**config.mk**
```make
export PLATFORM = sky130hd
export DESIGN_NAME = crc8_frame_deframer_core
export DESIGN_NICKNAME = d
export VERILOG_FILES = /design/src/hw/rtl/crcdf_pkg.sv /design/src/hw/rtl/crcdf_cmd_queue.sv /design/src/hw/rtl/crcdf_front.sv /design/src/hw/rtl/crcdf_back.sv /design/src/hw/rtl/crc8_frame_deframer_core.sv
export SDC_FILE = /design/constraint.sdc
export NUM_CORES = 1
export LEC_CHECK = 0
export BUFFER_PORTS_ARGS = -buffer_cell sky130_fd_sc_hd__buf_2
export CORE_AREA = 2 2 242 340
export CTS_CLUSTER_DIAMETER = 100
export DETAILED_ROUTE_END_ITERATION = 16
export DIE_AREA = 0 0 244 342
export GPL_ROUTABILITY_DRIVEN = 0
export PLACE_DENSITY = 0.62
export SLEW_MARGIN = 20
export SYNTH_ARGS = -nofsm -noshare
export SYNTH_HDL_FRONTEND = slang
export SYNTH_SLANG_ARGS = --single-unit
```
**constraint.sdc**
```tcl
create_clock -name clk -period 9.2 [get_ports clk]
set_clock_uncertainty 0.05 [all_clocks]
set_input_delay 1.38 -clock clk [delete_from_list [all_inputs] [get_ports clk]]
set_output_delay 1.38 -clock clk [all_outputs]
set_load 0.02 [all_outputs]
```
**src/hw/rtl/crcdf_pkg.sv**
```systemverilog
// Shared types, constants and the CRC-8 step function of the frame deframer.
`timescale 1ns / 1ps

package crcdf_pkg;

    localparam int DEFAULT_MAX_PAYLOAD = 32;
    localparam int LEN_W = 7;
    localparam int OUT_LEN_W = 6;
    localparam int CNT_W = 32;

    localparam logic [7:0] START_BYTE_RESET = 8'hA5;
    localparam logic [7:0] CRC_POLY = 8'h07;
    localparam logic [7:0] CRC_INIT = 8'h00;

    localparam logic KIND_DATA = 1'b0;
    localparam logic KIND_ERR = 1'b1;

    typedef struct packed {
        logic             kind;
        logic [7:0]       data;
        logic [LEN_W-1:0] len;
        logic [CNT_W-1:0] good;
        logic [CNT_W-1:0] fail;
        logic [CNT_W-1:0] drop;
    } frame_cmd_t;

    typedef struct packed {
        logic             en;
        logic             bank;
        logic [LEN_W-1:0] idx;
        logic [7:0]       data;
    } mem_wr_t;

    function automatic logic [7:0] crc8_step(input logic [7:0] acc, input logic [7:0] b);
        logic [7:0] v;
        v = acc ^ b;
        for (int i = 0; i < 8; i++) begin
            if (v[7])
            begin
                v = {v[6:0], 1'b0} ^ CRC_POLY;
            end
            else
            begin
                v = {v[6:0], 1'b0};
            end
        end
        return v;
    endfunction

endpackage

```
**src/hw/rtl/crcdf_cmd_queue.sv**
```systemverilog
// Two-entry queue of frame commands between the parser and the result sequencer.
`timescale 1ns / 1ps

module crcdf_cmd_queue
    import crcdf_pkg::*;
(
    input  logic       clk,
    input  logic       rst_n,
    input  logic       push,
    input  frame_cmd_t push_cmd,
    input  logic       pop,
    output logic       full,
    output logic       head_valid,
    output frame_cmd_t head_cmd
);

    frame_cmd_t entry_reg [2];
    logic       wr_ptr_reg;
    logic       rd_ptr_reg;
    logic [1:0] count_reg;
    logic [1:0] count_next;

    assign full = (count_reg == 2'd2);
    assign head_valid = (count_reg != 2'd0);
    assign head_cmd = entry_reg[rd_ptr_reg];

    always_comb
    begin
        count_next = count_reg;
        if (push && !pop)
        begin
            count_next = count_reg + 2'd1;
        end
        else if (pop && !push)
        begin
            count_next = count_reg - 2'd1;
        end
    end

    always_ff @(posedge clk or negedge rst_n)
    begin
        if (!rst_n)
        begin
            wr_ptr_reg <= 1'b0;
            rd_ptr_reg <= 1'b0;
            count_reg <= 2'd0;
        end
        else
        begin
            if (push)
            begin
                wr_ptr_reg <= ~wr_ptr_reg;
            end
            if (pop)
            begin
                rd_ptr_reg <= ~rd_ptr_reg;
            end
            count_reg <= count_next;
        end
    end

    always_ff @(posedge clk)
    begin
        if (push)
        begin
            entry_reg[wr_ptr_reg] <= push_cmd;
        end
    end

endmodule

```
**src/hw/rtl/crcdf_front.sv**
```systemverilog
// Frame parser: start byte hunt, length check, payload capture, CRC and counters.
`timescale 1ns / 1ps

module crcdf_front
    import crcdf_pkg::*;
#(
    parameter int MAX_PAYLOAD = DEFAULT_MAX_PAYLOAD
)
(
    input  logic       clk,
    input  logic       rst_n,
    input  logic       cfg_valid,
    output logic       cfg_ready,
    input  logic [7:0] cfg_data,
    input  logic       rx_valid,
    output logic       rx_stall,
    input  logic [7:0] rx_byte,
    input  logic       q_full,
    output logic       push,
    output frame_cmd_t push_cmd,
    output mem_wr_t    mem_wr
);

    localparam logic [1:0] PH_HUNT = 2'd0;
    localparam logic [1:0] PH_LEN = 2'd1;
    localparam logic [1:0] PH_DATA = 2'd2;
    localparam logic [1:0] PH_CHECK = 2'd3;

    logic [7:0]       start_reg;
    logic [1:0]       phase_reg, phase_next;
    logic [LEN_W-1:0] len_reg, len_next;
    logic [LEN_W-1:0] cnt_reg, cnt_next;
    logic [7:0]       crc_reg, crc_next;
    logic             bank_reg, bank_next;
    logic [CNT_W-1:0] good_reg, good_next;
    logic [CNT_W-1:0] fail_reg, fail_next;
    logic [CNT_W-1:0] drop_reg, drop_next;
    logic             accept;

    assign cfg_ready = 1'b1;
    assign rx_stall = q_full;
    assign accept = rx_valid && !q_full;

    always_comb
    begin
        phase_next = phase_reg;
        len_next = len_reg;
        cnt_next = cnt_reg;
        crc_next = crc_reg;
        bank_next = bank_reg;
        good_next = good_reg;
        fail_next = fail_reg;
        drop_next = drop_reg;
        push = 1'b0;
        mem_wr.en = 1'b0;
        mem_wr.bank = bank_reg;
        mem_wr.idx = cnt_reg;
        mem_wr.data = rx_byte;
        if (accept)
        begin
            case (phase_reg)
                PH_HUNT:
                begin
                    if (rx_byte == start_reg)
                    begin
                        phase_next = PH_LEN;
                    end
                    else
                    begin
                        drop_next = drop_reg + CNT_W'(1);
                    end
                end
                PH_LEN:
                begin
                    if (rx_byte == 8'd0 || rx_byte > 8'(MAX_PAYLOAD))
                    begin
                        drop_next = drop_reg + CNT_W'(1);
                        phase_next = PH_HUNT;
                    end
                    else
                    begin
                        len_next = rx_byte[LEN_W-1:0];
                        cnt_next = '0;
                        crc_next = crc8_step(CRC_INIT, rx_byte);
                        phase_next = PH_DATA;
                    end
                end
                PH_DATA:
                begin
                    mem_wr.en = 1'b1;
                    crc_next = crc8_step(crc_reg, rx_byte);
                    cnt_next = cnt_reg + LEN_W'(1);
                    if (cnt_next >= len_reg)
                    begin
                        phase_next = PH_CHECK;
                    end
                end
                PH_CHECK:
                begin
                    if (crc_reg == rx_byte)
                    begin
                        good_next = good_reg + CNT_W'(1);
                    end
                    else
                    begin
                        fail_next = fail_reg + CNT_W'(1);
                    end
                    push = 1'b1;
                    bank_next = ~bank_reg;
                    phase_next = PH_HUNT;
                end
                default:
                begin
                    phase_next = PH_HUNT;
                end
            endcase
        end
    end

    always_comb
    begin
        push_cmd.kind = (crc_reg == rx_byte) ? KIND_DATA : KIND_ERR;
        push_cmd.data = rx_byte;
        push_cmd.len = len_reg;
        push_cmd.good = good_next;
        push_cmd.fail = fail_next;
        push_cmd.drop = drop_next;
    end

    always_ff @(posedge clk or negedge rst_n)
    begin
        if (!rst_n)
        begin
            start_reg <= START_BYTE_RESET;
            phase_reg <= PH_HUNT;
            len_reg <= '0;
            cnt_reg <= '0;
            crc_reg <= CRC_INIT;
            bank_reg <= 1'b0;
            good_reg <= '0;
            fail_reg <= '0;
            drop_reg <= '0;
        end
        else
        begin
            if (cfg_valid && cfg_ready)
            begin
                start_reg <= cfg_data;
            end
            phase_reg <= phase_next;
            len_reg <= len_next;
            cnt_reg <= cnt_next;
            crc_reg <= crc_next;
            bank_reg <= bank_next;
            good_reg <= good_next;
            fail_reg <= fail_next;
            drop_reg <= drop_next;
        end
    end

endmodule

```
**src/hw/rtl/crcdf_back.sv**
```systemverilog
// Result sequencer: payload buffer, readout of queued frames and output register.
`timescale 1ns / 1ps

module crcdf_back
    import crcdf_pkg::*;
#(
    parameter int MAX_PAYLOAD = DEFAULT_MAX_PAYLOAD
)
(
    input  logic                 clk,
    input  logic                 rst_n,
    input  mem_wr_t              mem_wr,
    input  logic                 q_valid,
    input  frame_cmd_t           q_cmd,
    output logic                 pop,
    output logic                 res_valid,
    input  logic                 res_stall,
    output logic                 kind,
    output logic [7:0]           data_byte,
    output logic [OUT_LEN_W-1:0] frame_len,
    output logic                 last,
    output logic [CNT_W-1:0]     good_frames,
    output logic [CNT_W-1:0]     crc_fail_count,
    output logic [CNT_W-1:0]     sync_drop_count
);

    localparam int IDX_W = (MAX_PAYLOAD > 1) ? $clog2(MAX_PAYLOAD) : 1;
    localparam int MEM_DEPTH = 2 * (1 << IDX_W);

    localparam logic ST_FETCH = 1'b0;
    localparam logic ST_LOAD = 1'b1;

    logic [7:0]       buf_mem [MEM_DEPTH];
    logic [7:0]       rd_data_reg;
    logic             state_reg, state_next;
    logic [LEN_W-1:0] idx_reg, idx_next;
    logic             bank_reg, bank_next;
    logic             res_valid_reg, res_valid_next;
    logic             out_free;
    logic             load;
    logic             load_kind;
    logic [7:0]       load_data;
    logic             load_last;
    logic             is_last;

    logic                 kind_reg;
    logic [7:0]           data_reg;
    logic [OUT_LEN_W-1:0] len_reg;
    logic                 last_reg;
    logic [CNT_W-1:0]     good_reg;
    logic [CNT_W-1:0]     fail_reg;
    logic [CNT_W-1:0]     drop_reg;

    assign out_free = !res_valid_reg || !res_stall;
    assign is_last = (idx_reg == (q_cmd.len - LEN_W'(1)));

    always_ff @(posedge clk)
    begin
        if (mem_wr.en)
        begin
            buf_mem[{mem_wr.bank, mem_wr.idx[IDX_W-1:0]}] <= mem_wr.data;
        end
        rd_data_reg <= buf_mem[{bank_reg, idx_reg[IDX_W-1:0]}];
    end

    always_comb
    begin
        state_next = state_reg;
        idx_next = idx_reg;
        bank_next = bank_reg;
        pop = 1'b0;
        load = 1'b0;
        load_kind = KIND_DATA;
        load_data = rd_data_reg;
        load_last = 1'b0;
        case (state_reg)
            ST_FETCH:
            begin
                if (q_valid)
                begin
                    if (q_cmd.kind == KIND_ERR)
                    begin
                        if (out_free)
                        begin
                            load = 1'b1;
                            load_kind = KIND_ERR;
                            load_data = q_cmd.data;
                            load_last = 1'b1;
                            pop = 1'b1;
                            bank_next = ~bank_reg;
                        end
                    end
                    else
                    begin
                        state_next = ST_LOAD;
                    end
                end
            end
            ST_LOAD:
            begin
                if (out_free)
                begin
                    load = 1'b1;
                    load_last = is_last;
                    state_next = ST_FETCH;
                    if (is_last)
                    begin
                        pop = 1'b1;
                        idx_next = '0;
                        bank_next = ~bank_reg;
                    end
                    else
                    begin
                        idx_next = idx_reg + LEN_W'(1);
                    end
                end
            end
            default:
            begin
                state_next = ST_FETCH;
            end
        endcase
    end

    always_comb
    begin
        res_valid_next = res_valid_reg;
        if (load)
        begin
            res_valid_next = 1'b1;
        end
        else if (!res_stall)
        begin
            res_valid_next = 1'b0;
        end
    end

    always_ff @(posedge clk or negedge rst_n)
    begin
        if (!rst_n)
        begin
            state_reg <= ST_FETCH;
            idx_reg <= '0;
            bank_reg <= 1'b0;
            res_valid_reg <= 1'b0;
        end
        else
        begin
            state_reg <= state_next;
            idx_reg <= idx_next;
            bank_reg <= bank_next;
            res_valid_reg <= res_valid_next;
        end
    end

    always_ff @(posedge clk)
    begin
        if (load)
        begin
            kind_reg <= load_kind;
            data_reg <= load_data;
            len_reg <= q_cmd.len[OUT_LEN_W-1:0];
            last_reg <= load_last;
            good_reg <= q_cmd.good;
            fail_reg <= q_cmd.fail;
            drop_reg <= q_cmd.drop;
        end
    end

    assign res_valid = res_valid_reg;
    assign kind = kind_reg;
    assign data_byte = data_reg;
    assign frame_len = len_reg;
    assign last = last_reg;
    assign good_frames = good_reg;
    assign crc_fail_count = fail_reg;
    assign sync_drop_count = drop_reg;

endmodule

```
**src/hw/rtl/crc8_frame_deframer_core.sv**
```systemverilog
// Top level of the start/length/payload/CRC-8 frame deframer.
// Received bytes enter on rx_valid/rx_stall/rx_byte, one transfer per byte.
// The parser hunts for the start byte, then takes a length byte, the payload
// and a CRC-8 byte (polynomial 0x07, initial value zero) over length and payload.
// A good frame comes out on res_valid/res_stall as one transfer per payload
// byte with last on the final one; a bad CRC gives one error transfer.
// The user must write the start byte on cfg_valid/cfg_data only while the block
// is idle; the block itself does not enforce this. The parser takes one byte per
// cycle while rx_stall is low. Each payload result passes FETCH, then the registered
// buffer read and LOAD; an error result is loaded to the output register in FETCH.
// Two frame commands and two payload banks sit between parser and sequencer,
// so the parser runs ahead by up to one frame. When both slots are full,
// rx_stall is raised until the sequencer finishes a frame.
// A stalled result holds in the output register while the parser keeps going.
// Reset clears the counters, sets the start byte to 0xA5 and returns the
// parser to the hunt; no frame is pending afterward.
`timescale 1ns / 1ps

module crc8_frame_deframer_core
    import crcdf_pkg::*;
#(
    parameter int MAX_PAYLOAD = DEFAULT_MAX_PAYLOAD
)
(
    input  logic                 clk,
    input  logic                 rst_n,
    input  logic                 cfg_valid,
    output logic                 cfg_ready,
    input  logic [7:0]           cfg_data,
    input  logic                 rx_valid,
    output logic                 rx_stall,
    input  logic [7:0]           rx_byte,
    output logic                 res_valid,
    input  logic                 res_stall,
    output logic                 kind,
    output logic [7:0]           data_byte,
    output logic [OUT_LEN_W-1:0] frame_len,
    output logic                 last,
    output logic [CNT_W-1:0]     good_frames,
    output logic [CNT_W-1:0]     crc_fail_count,
    output logic [CNT_W-1:0]     sync_drop_count
);

    logic       q_full;
    logic       q_valid;
    logic       push;
    logic       pop;
    frame_cmd_t push_cmd;
    frame_cmd_t head_cmd;
    mem_wr_t    mem_wr;

    crcdf_front #(
        .MAX_PAYLOAD(MAX_PAYLOAD)
    ) u_front (
        .clk      (clk),
        .rst_n    (rst_n),
        .cfg_valid(cfg_valid),
        .cfg_ready(cfg_ready),
        .cfg_data (cfg_data),
        .rx_valid (rx_valid),
        .rx_stall (rx_stall),
        .rx_byte  (rx_byte),
        .q_full   (q_full),
        .push     (push),
        .push_cmd (push_cmd),
        .mem_wr   (mem_wr)
    );

    crcdf_cmd_queue u_queue (
        .clk       (clk),
        .rst_n     (rst_n),
        .push      (push),
        .push_cmd  (push_cmd),
        .pop       (pop),
        .full      (q_full),
        .head_valid(q_valid),
        .head_cmd  (head_cmd)
    );

    crcdf_back #(
        .MAX_PAYLOAD(MAX_PAYLOAD)
    ) u_back (
        .clk            (clk),
        .rst_n          (rst_n),
        .mem_wr         (mem_wr),
        .q_valid        (q_valid),
        .q_cmd          (head_cmd),
        .pop            (pop),
        .res_valid      (res_valid),
        .res_stall      (res_stall),
        .kind           (kind),
        .data_byte      (data_byte),
        .frame_len      (frame_len),
        .last           (last),
        .good_frames    (good_frames),
        .crc_fail_count (crc_fail_count),
        .sync_drop_count(sync_drop_count)
    );

endmodule

```
**Word-level counts from Yosys, hierarchy flattened**

Memory sizes are Yosys's and may differ from the RTL's. A register that Yosys moved wholly into a read port is not among the register bits.
Cells that the tools add are included.

- Register bits after elaboration: 255
- Latch bits: 0
- Memory bits (writable): 736
- Bits in read-only memories: 0
- Input bits: 21
- Output and inout port bits: 115
- Logic and storage cells: 201
- Memories kept: 2

- Add/sub/neg operators: 8
- $mul: 0
- Divide/modulo/power cells: 0
- Order comparisons: 2
- Equal/unequal tests: 16
- Shifts and indexed selects: 0
- Multiplexer cells: 106
- Bitwise logic cells: 23
- Reductions and logical operators: 21

Memory list:

| memory | depth | bits a word | read ports | clocked after Yosys merged registers in | write ports | RTL line | text |
|---|---|---|---|---|---|---|---|
| u_back.buf_mem | 64 | 8 | 1 | 1 | 1 | crcdf_back.sv:33 | `logic [7:0] buf_mem [MEM_DEPTH];` |
| u_queue.entry_reg | 2 | 112 | 1 | 0 | 1 | crcdf_cmd_queue.sv:17 | `frame_cmd_t entry_reg [2];` |

Operators with widths:

| kind | number |
|---|---|
| $mux 8 | 40 |
| $mux 32 | 9 |
| $add 32x1->32 const B | 3 |
| $pmux 32 s2 | 1 |
| $mux 3 | 16 |
| $not 3->3 | 16 |
| $mux 1 | 25 |
| $eq 8x8->1 | 2 |
| $pmux 8 s2 | 1 |
| $add 7x1->7 const B | 2 |
| $mux 7 | 2 |
| $pmux 7 s2 | 1 |
| $mux 2 | 5 |
| $ne 2x2->1 const B | 5 |
| $pmux 1 s2 | 5 |
| $reduce_and 3->1 | 3 |
| $gt 8x6->1 const B | 1 |
| $logic_not 8->1 | 1 |
| $ne 2x1->1 const B | 4 |
| $pmux 2 s4 | 1 |
| $xor 8x8->8 | 1 |
| $eq 7x7->1 | 1 |
| $ge 7x7->1 | 1 |
| $sub 7x1->7 const B | 1 |
| other kinds (12) | 29 |

**Longest topological paths before layout**

Gate-level depths: netlist of run 1.

- Depth after elaboration: 39
- Mapped depth: 18
- Mapped depth without buffers: 12

**By module**

From an unflattened synthesis of run 1, not the netlist that was laid out.

- Cell total of the unflattened synthesis: 2195
- Area total of the unflattened synthesis: 39698.1 um2

Modules (own cells, without submodules):

| module | times used | cells an instance | area each (um2) | seq. area each (um2) |
|---|---|---|---|---|
| crcdf_back | 1 | 1184 | 24318.3 | 19148.4 |
| crcdf_cmd_queue | 1 | 365 | 8564.5 | 6826.5 |
| crcdf_front | 1 | 646 | 6815.3 | 3233.1 |

**Worst setup path after synthesis of run 1**

No wires, ideal clock.

- Kind: in2reg
- Start: input port res_stall
- End: register u_queue.count_reg[1]
- Library setup time: 79 ps
- Arrival time: 8176 ps
- Data required time: 9071 ps
- Slack: 895 ps
- Cell stages on the path: 6
- Path buffers: 0
- Cells stage by stage: o2bb2ai_1 -> o21ai_1 -> o21ai_0 -> ha_1 -> nor2_1 -> xor2_1

- Longest elaborated chain between the ends: 9
- Elaborated cells between the ends (all ways): 12
- Classes of those cells: mux: 6; reduce/logical: 6

RTL lines:

| item | RTL line | text |
|---|---|---|
| from (decl) | crc8_frame_deframer_core.sv:34 | `input logic res_stall,` |
| $logic_not 1->1 (*) | crcdf_back.sv:54 | `assign out_free = !res_valid_reg \|\| !res_stall;` |
| $logic_or 1x1->1 (*) | crcdf_back.sv:54 |  |
| $mux 1 | crcdf_back.sv:83 | `if (out_free)` |
| $mux 1 | crcdf_back.sv:81 | `if (q_cmd.kind == KIND_ERR)` |
| $mux 1 | crcdf_back.sv:79 | `if (q_valid)` |
| $pmux 1 s2 (*) | crcdf_back.sv:76 | `case (state_reg)` |
| $logic_not 1->1 | crcdf_cmd_queue.sv:30 | `if (push && !pop)` |
| $logic_and 1x1->1 | crcdf_cmd_queue.sv:30 |  |
| $mux 2 or $reduce_bool 2->1 (tied branches) | -- |  |
| to (signal assigned) | crcdf_cmd_queue.sv:58 | `count_reg <= count_next;` |
| to (decl) | crcdf_cmd_queue.sv:20 | `logic [1:0] count_reg;` |

Every way passes the cells marked *; elsewhere a longest branch is shown, timed or not.
A chain may end at the register's enable or synchronous reset.

==> run summary, run 1 <==
The flow ran to the end, and the final reports show no timing, DRC or antenna violations. The synthesized net count came out at 2,130. The fraction of power consumed by the clock network is 0.318.

The path type of the worst setup path is input port to register. Of the total power, combinational logic draws 0.219. The post-layout utilization of the core came out at 0.544. The worst setup path is captured at a register. For this block, the routed nets add up to 79.4 mm of wire. The number of unique standard cell types used by synthesis came out at 76. The first-pass GRT wire length is 121 mm. The number of placement rows came out at 124. The floorplan die height is 342 um. The final global-route overflow total came out at 0. The worst hold path begins at u_front.fail_reg[31]. The static leakage came out at 15.0 nW. The number of top-level pins is 136. The most used flip-flop cell after synthesis is edfxtp_1. The initial antenna violation count is 2.

In this run the critical register-to-register path is launched from u_back.idx_reg[0]. The final count of negative-setup-slack endpoints came out at 0. Tracing the worst setup path back leads to its startpoint at rx_byte[5]. The quantity of gates resized following cts is 0. The number of standard cells in the layout, taps in and fillers out is 3,396.

Headroom to the max-slew limit came out at 0.273. The area growth from synthesis to layout is 12.4%. The average size of a mapped cell came out at 18.7 um2. The most frequent standard cell in the layout excluding fill and tap cells is edfxtp_1. The number of antenna diodes in the final layout is 0.

In the final timing run, aggregate negative setup slack is 0 ps. The number of enable flip-flop cells after synthesis is 848. Clock-pin slew was measured on the worst setup and hold paths at 60 ps. Along the worst path, the maximum fanout reaches 45. The maximum vdd drop is 0.181 mV. After detailed routing, the average wire length per cell comes to 23.4 um. The all-layer global routing usage is 0.193. The number of flip-flops under the largest register name is 512. The cell-internal power came out at 8.76 mW. The switching part of the total power is 0.279. The via count of the first global-routing pass is 19,600. The net total in the final layout came out at 2,290.

The number of warnings printed during yosys synthesis came out at 0. The worst slack on hold paths came out at 431 ps. The post-placement cell count came out at 3,225. The total core area is 80,800 um2.

The number of fillers in the final layout is 6,257. The number of nets with antenna violations after detailed routing is 0. The pin count of the biggest net entering global routing came out at 96. The final critical path time including I/O delays and setup is 4380 ps. The total number of H-tree levels came out at 3. Of the total power, registers draw 0.464.

For this run, asynchronously set or reset flops after synthesis account for 0.143. The die extent in x came out at 244 um. CTS placed an instance of clkbuf_16 at the clock tree root. Of the cells placed in the final design, the portion with a size suffix greater than 1 is 0.257. The cell area power density is 276 nW/um2. The routed layout has 18,800 vias. The latest clock arrival within the worst-skew pair is 660 ps. The clock passes through at most 3 buffers. The max capacitance violation total is 0. The starting utilization of the core area is 0.484. The share of the clock period used by the worst path is 0.476. The detailed-placement wirelength estimate came out at 50.0 mm. Before antenna repair, the detailed router went through 5 iterations. The analysis attributes to net switching a power of 3.40 mW.

The slew at the pin closest to its max-slew limit came out at 1090 ps. The clock net sink count is 999. The post-detailed-route via-to-cell ratio is 5.54. The register area share after synthesis came out at 0.747.

For this block, the initial DRC count from the detailed router was 1,339. The worst min-delay path category is register to register. The area of the mapped netlist is 39,100 um2. The number of port buffers is 134. The cell count after synthesis came out at 2,088.

The data required time of the critical path came out at 9590 ps. The max-slew violation count came out at 0. Setup repair after global routing left no endpoint under its margin. The worst setup path is launched from an input port. The number of endpoints with negative hold slack in the final report is 0. The number of buffers added by the clock tree synthesis step came out at 92. The top cell types in the final layout, fill and taps aside, are edfxtp_1, mux4_2, dfrtp_1. The die covers 83,400 um2.

The number of buffers inserted for hold repair after clock tree synthesis came out at 0. TritonCTS built the clock tree. The data arrival at the endpoint of the critical path is 4770 ps. The number of remaining DRC errors came out at 0. Based on the critical path, the design can be clocked at up to 228 MHz. The post-synthesis register bit count is 999.

The post-CTS setup buffer count is 0.
-- path summary, 6_finish.rpt --
path	endpoint	slack, ps	cells after the start
hold reg to reg	u_front.fail_reg[31]	430	1
min in group asynchronous	u_front.good_reg[18]	660	1
setup reg to reg	u_back.rd_data_reg[0]	5300	5
setup / recovery	u_queue.entry_reg[1][77]	4820	10
hold / removal	u_front.fail_reg[31]	430	1
max in group asynchronous	u_back.idx_reg[0]	7260	2
-- worst max-delay path, stage by stage --
cell and delay, ps:
buf_2 380, buf_4 510, xnor2_1 180, ha_1 160
and3_1 170, nand3_2 330, nor4_1 610, and2_1 530
nand4_1 180, xnor2_1 270
-- synth_stat cells (23+ instances only) --
cell type	count	area share
a21oi_1	27	0.0035
and3_1	25	0.0040
clkbuf_1	48	0.0046
dfrtp_1	139	0.089
edfxtp_1	848	0.65
inv_1	25	0.0024
mux2_2	117	0.034
mux2i_1	28	0.0072
mux4_2	154	0.089
nand2_1	94	0.0090
nand3_1	54	0.0069
nor2_1	118	0.011
nor3_1	23	0.0029
o21ai_0	25	0.0032
xnor2_1	115	0.026
xor2_1	38	0.0085
-- area by class of cell --
type,count,area [um2],share of cell area
Clock buffer,127,2570,0.0584
Clock inverter,44,494,0.0112
Inverter,27,101,0.00231
Multi-Input combinational cell,969,9350,0.213
Sequential cell,999,29200,0.665
Tap cell,1071,1340,0.0305
Timing Repair Buffer,159,877,0.0200
-- layer usage --
layer / part of all wire / wire, um / vias up / global-route usage
met5: 0.00016 / 13 / - / 0
met4: 0.038 / 3000 / 2 / 0.0861
met3: 0.044 / 3470 / 133 / 0.0287
met2: 0.53 / 42000 / 468 / 0.343
met1: 0.39 / 30900 / 9773 / 0.234
li1: - / - / 8442 / -
-- metrics by stage --
| step | setup WS, ps | total power, mW | instance area (um2) |
|---|---|---|---|
| final | 4820 | 12.2 | 44000 |
| after global routing | 4470 | 12.7 | 44000 |
| after CTS | 4840 | 12.3 | 44000 |
| after detailed placement | 4170 | 8.44 | 40900 |
| after global placement | 4300 | 8.42 | 40900 |
| after floorplan | 895 | 7.64 | 39100 |
-- cell families (layout without fill, tap and decap cells) --
group / Yosys count / after routing / synth area share
compound gates: 98 / 98 / 0.0160
xor+xnor: 154 / 154 / 0.0350
fa+ha+maj: 21 / 21 / 0.00672
buf+inv: 120 / 357 / 0.0147
flops: 999 / 999 / 0.747
mux: 299 / 299 / 0.130
other cells: 1 / 1 / 0.0000959
simple gates: 396 / 396 / 0.0512
-- power groups by stage --
stage / combinational (mW) / clock [mW] / sequential, mW
2_1_floorplan: 1.71 / 0 / 5.93
3_3_place_gp: 2.69 / 0 / 5.73
3_5_place_dp: 2.70 / 0 / 5.74
4_1_cts: 2.71 / 3.95 / 5.65
5_1_grt: 2.86 / 4.12 / 5.68
6_report: 2.66 / 3.86 / 5.63
Power figures use the tool's default switching activity.
==> inputs of run 2 (changes only) <==
--- a/config.mk
+++ b/config.mk
@@ -5,13 +5,14 @@
 export SDC_FILE = /design/constraint.sdc
 export NUM_CORES = 1
 export LEC_CHECK = 0
+export ABC_AREA = 1
 export BUFFER_PORTS_ARGS = -buffer_cell sky130_fd_sc_hd__buf_2
-export CORE_AREA = 2 2 242 340
+export CORE_AREA = 2 2 249 349
 export CTS_CLUSTER_DIAMETER = 100
 export DETAILED_ROUTE_END_ITERATION = 16
-export DIE_AREA = 0 0 244 342
+export DIE_AREA = 0 0 251 351
 export GPL_ROUTABILITY_DRIVEN = 0
-export PLACE_DENSITY = 0.62
+export PLACE_DENSITY = 0.64
 export SLEW_MARGIN = 20
 export SYNTH_ARGS = -nofsm -noshare
 export SYNTH_HDL_FRONTEND = slang
==> constraint.sdc (replaced) <==
create_clock -name clk -period 3.75 [get_ports clk]
set_clock_uncertainty 0.05 [all_clocks]
set_input_delay 0.5625 -clock clk [delete_from_list [all_inputs] [get_ports clk]]
set_output_delay 0.5625 -clock clk [all_outputs]
set_load 0.02 [all_outputs]
==> run summary, run 2 <==
The cell-internal power came out at 21.7 mW. In the routed layout, each cell is associated on average with a via count of 5.49. Of all cell types, the one taking the most synthesized area is edfxtp_1. The max-slew headroom at the worst pin is 0.293. The initial antenna violation count came out at 3. The global-route track usage on met1 came out at 0.292. The via count of the first global-routing pass is 26,800.

The register with the most flip-flops in the layout has 512 of them. The cell sitting at the root of the clock tree is a clkbuf_16. The post-CTS setup buffer count is 0. The area of the mapped netlist came out at 41,200 um2. The all-layer global routing usage is 0.237. The final global-route overflow total came out at 0. The proportion of power drawn by flip-flops and latches is 0.424. The critical path is of the register to register type.

The flow ran to the end, and the final reports show no timing, DRC or antenna violations. Leaving out fill and tap cells, the most frequent cell in the layout is edfxtp_1. Yosys instantiated no cell more often than edfxtp_1. The async set-or-reset flop fraction in the synthesized netlist is 0.143. During I/O placement, the number of pins put on the boundary was 136. The average size of a mapped cell is 11.5 um2. Power spread over the standard cell area amounts to 728 nW/um2.

In this run, synthesis inferred 848 flip-flops with an integrated enable. No sink is reached through more buffers than the 3 on the longest clock path. The number of port buffers came out at 134. The endpoint identified for the worst register-to-register timing path is u_back.buf_mem[16][4]. The number of endpoints with negative hold slack in the final report came out at 0. The area growth from synthesis to layout came out at 13.4%. For this run, the detailed router's first-pass iteration total came to 7. The number of unique standard cell types used by synthesis is 50. The slew at the pin closest to its max-slew limit is 1060 ps. The first global-routing pass estimated 159 mm of wire. The worst reg-to-reg path cell count is 8. The number of warnings printed during yosys synthesis came out at 0. The max-slew violation count came out at 0.

The critical path endpoint category is a register. The floorplan die height came out at 351 um. The met2 routing resource usage after global routing is 0.422.

The die extent in x is 251 um. The tool flagged a number of max-cap violations equal to 0. The register area share after synthesis is 0.709. For this configuration, the core starts out at a cell density of 0.484. The net total in the final layout is 3,837. After clock tree synthesis, the repair step resized 0 gates.

The pin count of the biggest net entering global routing came out at 124. The data required time of the critical path came out at 3980 ps. The starting DRC count in detailed routing is 2,225.

Among all flip-flop cells after synthesis, the most frequent one is edfxtp_1. Of the total power, the share spent switching nets is 0.363. The routed wire length per instance came out at 21.1 um. The total power draw is 34.0 mW. The die covers 88,100 um2.

The global routing met3 resource utilization is 0.0334. The final wirelength is 105 mm. The number of buffers inserted for hold repair after clock tree synthesis came out at 1. The finished cells cover 46,700 um2. The cell area after placement came out at 43,800 um2. Of the available clock period, the critical path in the final layout requires 0.942. The part of the total power dissipated in combinational logic came out at 0.305. The static leakage is 17.7 nW. The final count of negative-setup-slack endpoints came out at 0. Yosys attributes the largest share of cell area to edfxtp_1, dfrtp_1, nand2_1. The number of nets with antenna violations after detailed routing came out at 0. The maximum achievable frequency is 283 MHz.

The fraction of power consumed by the clock network is 0.271. The number of buffers added by the clock tree synthesis step came out at 90. The clock net sink count is 999. After detailed routing, the number of remaining DRC violations is 0.

The number of placement rows is 127. The total core area is 85,200 um2. STA puts the critical path data arrival time at 3770 ps. The synthesized net count came out at 3,641. In this run the worst setup path terminates at u_back.buf_mem[16][4].

After global routing, the most crowded layer is met2. Of the cells placed in the final design, the portion with a size suffix greater than 1 is 0.116. The latest clock arrival within the worst-skew pair came out at 650 ps. The commonest cells after synthesis are edfxtp_1, nand2_1, nor2_1, o21ai_0, inv_1. The detailed-placement wirelength estimate came out at 67.3 mm. The net switching component of the power came out at 12.4 mW. The cell count after synthesis is 3,599.

The worst hold path belongs to the class input port to register. The setup slack on the worst flop-to-flop path is 220 ps. The highest net fanout along the worst path came out at 10. Leaving out fill and tap cells, the most frequent cells in the layout are edfxtp_1, nand2_1, nor2_1. The top cell type's share of synthesized area is 0.618. The maximum vdd drop came out at 0.639 mV. After clock tree synthesis, the clock-pin slew on the worst setup and hold paths is 60 ps. The total number of H-tree levels is 3. TritonCTS built the clock tree. The post-synthesis register bit count is 999. The vias after detailed routing came out at 27,300. The final critical path time including I/O delays and setup is 3530 ps. Setup repair after global routing left no endpoint under its margin. The worst setup path is launched from a register.
## run 2: cell count changes after synthesis, sizes merged, moves of 104 or more
cell,before,now
o21ai,31,315
nand2,94,853
mux4,154,0
mux2,117,1
inv,27,187
nand3,56,160
nor2,118,518
## run 2: worst min path at each step
stage | end | from | cells after the start
after floorplan | async pin | rst_n | 0
after global placement | u_front.crc_reg[1] | u_front.crc_reg[1] | 2
after detailed placement | u_front.crc_reg[1] | u_front.crc_reg[1] | 2
after CTS | u_front.start_reg[1] | cfg_data[1] | 3
after global routing | u_front.start_reg[1] | cfg_data[1] | 3
final | u_front.start_reg[5] | cfg_data[5] | 3
## run 2: kinds of logic (layout without fill, tap and decap cells)
kind of cell    Yosys count  after routing  share of synthesized area
buf+inv                 346            616                     0.0333
mux                       2              2                   0.000516
simple gates           1632           1632                      0.162
xor+xnor                 99             99                     0.0214
compound gates          499            499                     0.0675
fa+ha+maj                21             21                    0.00638
flops                   999            999                      0.709
other cells               1              2                  0.0000910
## run 2: per-stage QoR
step	setup slack (ps)	hold slack, ps	TNS [ps]	utilization	std cells
4_1_cts	299	54.3	0	0.549	4965
5_1_grt	71.7	102	0	0.549	4965
2_1_floorplan	-602	217	-134880	-	3599
6_report	218	94.7	0	0.549	4966
3_5_place_dp	317	436	0	0.514	4798
3_3_place_gp	306	436	0	0.514	4798
## run 2: area by class of cell
class	count	area (um2)
Fill cell	7169	38400
Multi-Input combinational cell	2254	10700
Clock inverter	51	504
Antenna cell	1	2.50
Inverter	192	728
Sequential cell	999	29200
Clock buffer	115	2450
Tap cell	1096	1370
Timing Repair Buffer	258	1790
## run 2: per-layer routing
metal,up-vias,share of wire
li1,12900,-
met1,13400,0.40
met2,810,0.51
met3,175,0.056
met4,0,0.038
met5,-,0
## run 2: critical path, stage by stage (launching register included)
cell and delay [ps]:
dfrtp_1 580, inv_2 200, nor2_4 290, inv_2 150, nor2_4 210, inv_2 110
nor2_2 190, nand3_1 590, nor2_1 800
## run 2: power by group through the flow
stage	sequential (mW)	combinational, mW	clock, mW
2_1_floorplan	15.1	5.92	0
3_3_place_gp	14.7	10.3	0
3_5_place_dp	14.6	10.4	0
4_1_cts	14.4	10.4	9.40
5_1_grt	14.5	11.4	9.78
6_report	14.4	10.4	9.22
==> inputs of run 3 (changes only) <==
--- a/config.mk
+++ b/config.mk
@@ -12,7 +12,8 @@
 export DETAILED_ROUTE_END_ITERATION = 16
 export DIE_AREA = 0 0 251 351
 export GPL_ROUTABILITY_DRIVEN = 0
-export PLACE_DENSITY = 0.64
+export HOLD_SLACK_MARGIN = 0.12
+export PLACE_DENSITY = 0.62
 export SLEW_MARGIN = 20
 export SYNTH_ARGS = -nofsm -noshare
 export SYNTH_HDL_FRONTEND = slang
==> constraint.sdc (replaced) <==
create_clock -name clk -period 4.2 [get_ports clk]
set_clock_uncertainty 0.05 [all_clocks]
set_input_delay 0.63 -clock clk [delete_from_list [all_inputs] [get_ports clk]]
set_output_delay 0.63 -clock clk [all_outputs]
set_load 0.02 [all_outputs]
==> run summary, run 3 (synthesized netlist as in run 2, its figures left out) <==
The clock drives 999 sinks. The worst setup path is captured at a register. The first global-routing pass estimated 159 mm of wire. The maximum achievable frequency is 287 MHz. After detailed placement, the design holds a cell count of 4,766.

The die extent in x is 251 um. The library cell used most frequently in the layout, excluding fill and tap cells, is edfxtp_1. The number of placement rows came out at 127. The total number of H-tree levels came out at 3. The initial antenna violation count is 2.

The worst setup path is launched from a register. The tree is rooted in a clkbuf_16. The tool flagged a number of max-cap violations equal to 0.

The vias after detailed routing came out at 27,200. For the finished layout, the period the worst path requires is 3480 ps. The all-layer global routing usage is 0.236. At the pin with the least slew margin, the transition time is 1110 ps. The register with the most flip-flops in the layout has 512 of them. At the worst endpoint, the required time is 4430 ps. The number of antenna repair diodes came out at 0.

Setup violations remaining at the end of the flow were counted as 0. The number of top-level pins came out at 136. The highest net fanout along the worst path came out at 10. Clock-pin slew was measured on the worst setup and hold paths at 60 ps.

The number of remaining DRC errors is 0. Of the cells placed in the final design, the portion with a size suffix greater than 1 is 0.109. TritonCTS built the clock tree. The worst slack on hold paths is 159 ps. The hold path startpoint is cfg_data[4]. Compared with the post-synthesis result, the final layout area differs by 12.9%. The post-detailed-route via-to-cell ratio came out at 5.50. The starting DRC count in detailed routing came out at 2,500. The path type of the worst setup path is register to register. For this design the ratio of total power to cell area is 657 nW/um2.

The number of endpoints with negative hold slack in the final report came to 0. The latest clock arrival within the worst-skew pair is 660 ps. The number of nets with antenna violations after detailed routing came out at 0. The max-slew violation count came out at 0. The die area came out at 88,100 um2. The share of the clock period used by the worst path is 0.830. The worst-case IR drop observed on VDD is 0.550 mV. The max-slew headroom at the worst pin is 0.257.

Setup repair after global routing left no endpoint under its margin. Entering global routing, the biggest net connects 184 pins. The number of search-and-repair iterations in the first detailed-routing pass came out at 8. The flow ran to the end, and the final reports show no timing, DRC or antenna violations. No sink is reached through more buffers than the 3 on the longest clock path. The analysis attributes to cell leakage a power of 17.5 nW. The total negative slack for setup checks is 0 ps. After detailed routing, the average wire length per cell comes to 21.1 um. Data arrives at the worst endpoint at 3720 ps. The number of port buffers came out at 134.

The net total in the final layout is 3,808. The starting utilization of the core area came out at 0.484. The routed design has 104 mm of wire. The worst min-delay path category is input port to register. After filler insertion, the fill cell instance count of the layout stands at 7,177. The die is 351 um tall.

The total core area came out at 85,200 um2. The detailed-placement wirelength estimate is 65.9 mm. The number of standard cells in the layout, taps in and fillers out is 4,938. The library cells used most frequently in the layout, excluding fill and tap cells, are edfxtp_1, nand2_1, nor2_1. Summed over all layers, the global routing overflow is 0. The via count of the first global-routing pass is 26,500. The number of buffers added by the clock tree synthesis step came out at 91.
run 3: changes by cell type in the layout (fill, tap and decap cells not counted), sizes merged:
cell         before  now
clkinv           40   31
dlygate4sd3       1    3
inv             190  193
clkinvlp          5    3
diode             1    0
clkbuf          115  125
bufinv            8    9
buf             257  225
run 3: routing by layer:
layer,vias to the layer above,track usage,wire length (um)
li1,12800,-,-
met1,13400,0.300,42500
met2,811,0.414,52800
met3,163,0.0320,5420
met4,4,0.0893,3290
met5,-,0,27
run 3: repair_timing:
item                       in CTS  in global routing
hold buffers                    3                  0
hold endpoints to repair       58                  0
gates resized for setup         0                  0
setup endpoints to repair       0                  0
setup buffers                   0                  0
run 3: power breakdown:
group | internal [mW] | switching, mW | total, mW | leakage, nW
combinational | 2.53 | 6.75 | 9.28 | 6.36
sequential | 12.1 | 0.751 | 12.9 | 9.71
clock | 4.77 | 3.63 | 8.40 | 1.47
total | 19.4 | 11.1 | 30.6 | 17.5
run 3: critical path: stages, from the launching register on:
cell and delay (ps):
dfrtp_1 550, inv_2 180, nor2_4 300, inv_2 170, nor2_4 210, inv_2 100, nor2_2 170, nand3_1 550
nor2_1 820
run 3: layout make-up:
cell class	instances	area, um2	area share
Multi-Input combinational cell	2254	10700	0.229
Inverter	192	728	0.0157
Tap cell	1096	1370	0.0295
Sequential cell	999	29200	0.628
Clock inverter	44	488	0.0105
Clock buffer	125	2520	0.0541
Timing Repair Buffer	228	1530	0.0328
run 3: worst paths after layout:
| check | endpoint | slack (ps) | cells after the start |
|---|---|---|---|
| min in group asynchronous | u_front.good_reg[8] | 480 | 2 |
| setup / recovery | u_back.buf_mem[26][0] | 720 | 8 |
| setup reg to reg | u_back.buf_mem[26][0] | 720 | 8 |
| hold reg to reg | u_front.start_reg[2] | 440 | 2 |
| max in group asynchronous | u_front.crc_reg[4] | 2590 | 3 |
| hold / removal | u_front.start_reg[4] | 160 | 3 |
run 3: through the flow:
stage | instance area, um2 | utilization | power, mW | worst slack, ps
floorplan | 41200 | - | 18.8 | -220
global placement | 43500 | 0.511 | 22.3 | 717
detailed placement | 43500 | 0.511 | 22.4 | 640
CTS | 46500 | 0.546 | 30.8 | 736
global route | 46500 | 0.546 | 32.1 | 489
finish | 46500 | 0.546 | 30.6 | 716
